$ cat src/design/q2e_pkg.sv
// Shared types, widths and constants of the quaternion to Euler angle pipeline.
// Holds the arctangent table and the final rounding and saturation function.
// Depends on nothing; every design file refers to it by scoped names.
package q2e_pkg;

  localparam int CORDIC_ITERATIONS = 16;
  localparam int CORDIC_STAGES = (CORDIC_ITERATIONS > 24) ? 24 : CORDIC_ITERATIONS;

  localparam int QW = 16;
  localparam int PW = 32;
  localparam int SW = 36;
  localparam int RW = 58;
  localparam int RTW = 29;
  localparam int VW = 45;
  localparam int ZW = 28;
  localparam int SHW = 6;
  localparam int NORM_BITS = 40;
  localparam int OW = 17;

  localparam logic signed [SW-1:0] ONE_Q28 = SW'(64'sd268435456);
  localparam logic signed [ZW-1:0] HALF_PI_Q24 = ZW'(64'sd26353589);
  localparam logic signed [OW-1:0] PI_Q13 = OW'(25736);
  localparam logic signed [OW-1:0] HALF_PI_Q13 = OW'(12868);

  typedef struct packed {
    logic signed [SW-1:0] ry;
    logic signed [SW-1:0] rx;
    logic signed [SW-1:0] yy;
    logic signed [SW-1:0] yx;
    logic signed [SW-1:0] a;
    logic                 clamp;
    logic [RW-1:0]        rem;
    logic [RTW-1:0]       root;
  } item_t;

  typedef struct packed {
    logic signed [VW-1:0] x;
    logic signed [VW-1:0] y;
    logic signed [ZW-1:0] z;
    logic                 zero;
    logic                 clamp;
    logic                 neg;
  } atan_t;

  function automatic logic signed [ZW-1:0] atan_tab(input int unsigned i);
    logic signed [ZW-1:0] r;
    case (i)
      0: r = ZW'(13176795);
      1: r = ZW'(7778716);
      2: r = ZW'(4110060);
      3: r = ZW'(2086331);
      4: r = ZW'(1047214);
      5: r = ZW'(524117);
      6: r = ZW'(262123);
      7: r = ZW'(131069);
      8: r = ZW'(65536);
      9: r = ZW'(32768);
      10: r = ZW'(16384);
      11: r = ZW'(8192);
      12: r = ZW'(4096);
      13: r = ZW'(2048);
      14: r = ZW'(1024);
      15: r = ZW'(512);
      16: r = ZW'(256);
      17: r = ZW'(128);
      18: r = ZW'(64);
      19: r = ZW'(32);
      20: r = ZW'(16);
      21: r = ZW'(8);
      22: r = ZW'(4);
      23: r = ZW'(2);
      default: r = '0;
    endcase
    return r;
  endfunction

  function automatic logic signed [OW-1:0] q13_sat(input logic signed [ZW-1:0] z,
                                                   input logic signed [OW-1:0] lim);
    logic signed [ZW-1:0] t;
    logic signed [ZW-1:0] r;
    logic signed [ZW-1:0] l;
    t = z + ZW'(1024);
    r = t >>> 11;
    l = ZW'(lim);
    if (r > l) begin
      r = l;
    end else if (r < -l) begin
      r = -l;
    end
    return r[OW-1:0];
  endfunction

endpackage

$ cat src/design/q2e_norm.sv
// Operand scaling for the arctangent: finds the leading one, shifts both operands
// up to the working range and folds the left half plane. Depends on q2e_pkg.
module q2e_norm (
  input  logic                          clk,
  input  logic                          rst,
  input  logic                          en,
  input  logic                          in_valid,
  input  logic signed [q2e_pkg::SW-1:0] y,
  input  logic signed [q2e_pkg::SW-1:0] x,
  input  logic                          clamp,
  input  logic                          neg,
  output logic                          out_valid,
  output q2e_pkg::atan_t                out_v
);

  logic [2:0] vld;
  logic signed [q2e_pkg::SW-1:0] x1, y1, x2, y2;
  logic [q2e_pkg::SW-1:0] ax, ay, m1;
  logic zero1, zero2, cl1, cl2, ng1, ng2;
  logic [q2e_pkg::SHW-1:0] sh, sh2;
  logic signed [q2e_pkg::VW-1:0] xs, ys;

  always_ff @(posedge clk) begin
    if (rst) begin
      vld <= '0;
    end else if (en) begin
      vld <= {vld[1:0], in_valid};
    end
  end

  always_comb begin
    ax = x[q2e_pkg::SW-1] ? q2e_pkg::SW'(-x) : q2e_pkg::SW'(x);
    ay = y[q2e_pkg::SW-1] ? q2e_pkg::SW'(-y) : q2e_pkg::SW'(y);
  end

  always_ff @(posedge clk) begin
    if (en) begin
      x1 <= x;
      y1 <= y;
      m1 <= ax | ay;
      zero1 <= (x == '0) && (y == '0);
      cl1 <= clamp;
      ng1 <= neg;
    end
  end

  always_comb begin
    sh = '0;
    for (int i = 0; i < q2e_pkg::SW; i++) begin
      if (m1[i]) begin
        sh = (i < q2e_pkg::NORM_BITS) ? q2e_pkg::SHW'(q2e_pkg::NORM_BITS - i) : '0;
      end
    end
  end

  always_ff @(posedge clk) begin
    if (en) begin
      x2 <= x1;
      y2 <= y1;
      sh2 <= sh;
      zero2 <= zero1;
      cl2 <= cl1;
      ng2 <= ng1;
    end
  end

  always_comb begin
    xs = q2e_pkg::VW'(x2) <<< sh2;
    ys = q2e_pkg::VW'(y2) <<< sh2;
  end

  always_ff @(posedge clk) begin
    if (en) begin
      out_v.zero <= zero2;
      out_v.clamp <= cl2;
      out_v.neg <= ng2;
      if (xs < 0) begin
        if (ys >= 0) begin
          out_v.x <= ys;
          out_v.y <= -xs;
          out_v.z <= q2e_pkg::HALF_PI_Q24;
        end else begin
          out_v.x <= -ys;
          out_v.y <= xs;
          out_v.z <= -q2e_pkg::HALF_PI_Q24;
        end
      end else begin
        out_v.x <= xs;
        out_v.y <= ys;
        out_v.z <= '0;
      end
    end
  end

  assign out_valid = vld[2];

endmodule

$ cat config.mk
export PLATFORM = sky130hd
export DESIGN_NAME = q2e_norm
export DESIGN_NICKNAME = d
export VERILOG_FILES = /design/src/design/q2e_pkg.sv /design/src/design/q2e_norm.sv
export SDC_FILE = /design/constraint.sdc
export NUM_CORES = 1
export LEC_CHECK = 0
export ABC_AREA = 1
export BUFFER_PORTS_ARGS = -buffer_cell sky130_fd_sc_hd__buf_2
export CAP_MARGIN = 30
export CORE_ASPECT_RATIO = 0.9
export CORE_MARGIN = 2
export CORE_UTILIZATION = 30
export CTS_BUF_LIST = sky130_fd_sc_hd__clkbuf_8 sky130_fd_sc_hd__clkbuf_16
export DETAILED_ROUTE_END_ITERATION = 7
export HOLD_SLACK_MARGIN = 0.05
export PLACE_DENSITY = 0.49
export SLEW_MARGIN = 20
export SYNTH_ARGS = -nofsm -noshare
export SYNTH_HDL_FRONTEND = slang
export SYNTH_SLANG_ARGS = --single-unit
$ cat constraint.sdc
create_clock -name clk -period 5.45 [get_ports clk]
set_clock_uncertainty 0.15 [all_clocks]
set_input_delay 1.3625 -clock clk [delete_from_list [all_inputs] [get_ports clk]]
set_output_delay 1.3625 -clock clk [all_outputs]
set_load 0.01 [all_outputs]
## After elaboration in Yosys (flattened, before gate mapping)

Index checks and enable logic that the tools add are counted.

| word-level totals | value |
|---|---|
| output and inout bits | 122 |
| bits in registers | 316 |
| input port bits | 78 |
| logic and storage cells | 76 |

| operators by class | value |
|---|---|
| reductions and logical operators | 6 |
| shift operators | 2 |
| add/sub/neg operators | 4 |
| $lt $le $gt $ge | 2 |
| bitwise gates (word level) | 1 |
| mux-type cells | 39 |

Operator list:

| cell | count |
|---|---|
| two-way mux 118 bit | 2 |
| negator 45 bit | 2 |
| <<< shifter 36 x 6 -> 45 bit | 2 |
| two-way mux 5 bit | 16 |
| logical NOT 36 bit | 2 |
| two-way mux 36 bit | 2 |
| negator 36 bit | 2 |
| two-way mux 6 bit | 9 |
| greater-or-equal comparator 45 x 1 -> 1 bit (second input constant) | 1 |
| less-than comparator 45 x 1 -> 1 bit (second input constant) | 1 |
| bitwise OR 36 bit | 1 |
| two-way mux 4 bit | 8 |
| OR reduction 27 bit | 1 |
| OR reduction 11 bit | 1 |
| two-way mux 2 bit | 2 |
| OR reduction 3 bit | 1 |
| logical AND 1 bit | 1 |

## Logic depth before layout (Yosys ltp)

| depth | value |
|---|---|
| word-level depth | 35 |
| gate-level depth with buffers | 35 |
| depth with buffers taken out | 35 |

## Worst setup path after synthesis

No wires, ideal clock.

| path | value |
|---|---|
| path kind | input to register |
| start point | in y[0] (netlist bit) |
| end point | reg m1[30] (netlist bit) (data pin) |
| data required time | 5,039 ps |
| buffers on the path | 0 |
| library setup time | 261 ps |
| stages | 19 |
| path slack | 1,457 ps |
| arrival | 3,582 ps |
| cell sequence | inv_1 ha_1 inv_1 nor3_1 nor3b_1 inv_1 nor3_1 inv_1 nor3_1 inv_1 nor2_1 nand2_1 nor4_1 nand4_1 nor3_2 nand2_1 o21ai_1 or2_2 nand3_1 |

| between the ends | value |
|---|---|
| word-level cells in the longest chain between the ends | 3 |

Ends and longest elaborated chain:

| what | line | RTL |
|---|---|---|
| start, declared | q2e_norm.sv:8 | `input logic signed [q2e_pkg::SW-1:0] y,` |
| negator 36 bit | q2e_norm.sv:33 | `ay = y[q2e_pkg::SW-1] ? q2e_pkg::SW'(-y) : q2e_pkg::SW'(y);` |
| two-way mux 36 bit | q2e_norm.sv:33 |  |
| bitwise OR 36 bit | q2e_norm.sv:40 | `m1 <= ax \| ay;` |
| end signal, assigned | q2e_norm.sv:40 |  |
| end, declared | q2e_norm.sv:18 | `logic [q2e_pkg::SW-1:0] ax, ay, m1;` |

Every way passes these cells.
A chain may end at the register's enable or synchronous reset.

## Worst setup path in the final report

Same ends and word-level chain as after synthesis.

==> metrics.md <==
| Metric | Value |
|---|---|
| Status | complete, no violations |
| I/O Buffers | 199 |
| Clock Tree Buf Depth | 3 |
| Dpl hpwl | 46490 um |
| Gr ovfl total | 0 |
| Drt total wl | 59690 um |
| Post-CTS setup buffer count | 0 |
| Die area | 65540 sq um |
| Root Driver | clkbuf_16 |
| Final GP Congestion | 0.9341 |
| Reg2Reg Depth | 22 |
| Share of cells above drive strength 1 | 17.84% |
| Distinct cells, synth | 61 |
| CP Capture Point | m1[30] |
| Worst reg-to-reg setup slack | 1210 ps |
| DIE WIDTH | 269.6 um |
| Die height | 243.1 um |
| Required @ worst endpoint | 5650 ps |
| Diodes inserted | 0 |
| Post-synthesis sequential element count | 291 |
| Seq/Total Area, Yosys | 45.71% |
| Max-cap viol count | 0 |
| Total track usage | 17.78% |
| Nets | 2508 |
| Synth Net Count | 2385 |
| Setup CP Type | in2reg |
| Antenna violations before repair | 0 |
| Clk sinks | 291 |
| # H-tree levels | 1 |
| Top cells by area, synth | edfxtp_1 45%, nand2_1 12%, o21ai_1 4.3% |
| Crit-path max FO | 4 |
| CTS tree | done |
| Clock-pin slew on the worst setup and hold paths | 70 ps |
| Num CTS Buffers | 31 |
| Max-slew violations | 0 |
| DR vias | 15830 |
| Crit start category | input pin |
| Area after DPL | 20500 sq um |
| Vias in the first global route | 15550 |
| Rows | 87 |
| Synth Flop Type | edfxtp_1 |
| Top cells by count, synth | 624 x nand2_1, 288 x edfxtp_1, 199 x inv_1 |
| Post-Synthesis Cells | 2303 |
| Post-CTS Resized | 0 |
| Most frequent cell after synthesis | nand2_1 |
| Drt pass-1 iters | 5 |
| Element type at the critical path end | flop |
| Power per cell area | 310.3 nW/um^2 |
| Final hold violations | 0 |
| WL/cell | 18.11 um |
| Asr flop ratio synth | 0% |
| Clk_lat worst skew | 600 ps |
| Reg2reg start | sh2[0] |
| Starting DRC count in detailed routing | 1390 |
| Rel. slew slack | 44.43% |
| Area leader, netlist | edfxtp_1 |
| Critical path origin | y[0] |
| Number of flops mapped to enable cells by yosys | 288 |
| Final setup vio count | 0 |
| Peak VDD IR | 199.9 uV |
| Hold buffer count at CTS | 0 |
| First-pass GRT wire length | 91790 um |
| Hold path cells | 0 |
| CP arrival | 4450 ps |
| Slew @ Worst Pin | 833.6 ps |
| IO Count | 200 |
| Syn avg cell area | 8.272 sq um |
| Post-DRT Antenna Nets | 0 |
| Reg-to-reg endpoint | out_v[73] |
| Hold Path Class | reg2reg |
| Core Region | 62700 sq um |
| Area grow syn2layout | 13.14% |
| Starting Density | 30.38% |
| Syn Std Cell Area | 19050 sq um |
| Synth top area share | 45.40% |
| Fin crit share | 77.87% |
| Unrepaired setup endpoints after global routing | false |
| Total of warnings raised by yosys | 0 |
| Setup TNS | 0 ps |
| Drt drc | 0 |
| Final Critical Period | 4244 ps |
| Fin area | 21550 sq um |
| Vias/cell | 4.805 |
| Leak | 8.966 nW |
| FMAX | 235.6 MHz |
| Largest net degree at the start of global routing | 103 |
[flip-flops by register name, indices dropped and copies added, names as in the netlist]
name and flops:
x2 36, y2 36, zero2 1, zero1 1
y1 36, x1 36, out_v 96, ng1 1
vld 3, sh2 6, ng2 1, cl2 1
cl1 1, m1 36
[area by class of cell]
cell class	instances	area [sq um]
fillers	6676	41150
flip-flops and latches	291	8708
multi-input cells	1640	8597
repair buffers	229	1281
well taps	845	1057
inverters	233	880.8
clock buffers	31	775.7
clock inverters	26	254.0
[report_power, final]
part / internal, W / leakage [nW] / switching [W]
logic: 0.000529 / 5.60 / 0.00120
registers: 0.00274 / 2.87 / 0.0000833
clock network: 0.00123 / 0.500 / 0.000909
[how the worst min path moves through the flow]
stage                      start  endpoint  slack (ps)
final                     y1[29]    y2[29]         250
after global routing      y1[29]    y2[29]         250
after CTS                 y1[29]    y2[29]         250
after detailed placement  x1[27]    x2[27]         250
after global placement       ng1       ng2         250
after floorplan              cl1       cl2         250
[logic make-up after synthesis]
family,Yosys count,share of synthesized area (%)
xor gates and xnor gates,114,5.241
DFF,291,45.71
and+or+nand+nor,1033,23.91
muxes,41,2.154
adders and majority gates,4,0.2627
AOI/OAI and AO/OA,448,13.54
buffers and inverters,372,9.188
[per-layer routing]
metal	global-route usage (%)	up-vias	routed length, um
met5	0	-	0
met4	3.644	0	1182
met3	2.533	73	2899
met2	29.10	377	27500
met1	24.98	7430	28100
li1	-	7951	-
[worst max-delay path, cell delays in order]
cell	delay, ps
buf_2	110
inv_1	80
ha_1	150
inv_1	50
nor3_1	230
nor3b_1	230
inv_1	80
nor3_1	190
inv_1	90
nor3_1	190
inv_1	110
nor2_1	100
nand2_1	110
nor4_1	260
nand4_1	260
nor3_2	340
nand2_1	140
o21ai_1	170
or2_2	130
nand3_1	50
[cell usage in the layout (no fill, tap or decap), types with 15 or more instances in the layout]
master and instances:
o21ai_2 27, inv_1 199, o21ai_1 165, nor2_1 153, buf_4 26, inv_2 28
clkbuf_16 31, nor3_1 24, xor2_1 93, or2_2 17, o22ai_1 24, nand2_2 20
o21ai_0 138, nand3_1 97, nand4_1 15, edfxtp_1 288, mux2i_1 41, buf_2 198
a21oi_1 36, xnor2_1 21, nand2_1 624
[through the flow]
step                      instances  power (W)  setup slack, ps  utilization, %  hold slack, ps
after floorplan                2303   0.003999             1457               -           250.3
after global placement         3237   0.004591            562.6           32.70           251.4
after detailed placement       3237   0.004598            536.1           32.70           254.5
after CTS                      3294   0.006757             1135           34.35           246.4
after global routing           3295   0.007048            771.9           34.38           248.6
final                          3295   0.006689             1206           34.38           249.6
Power figures use the tool's default switching activity.
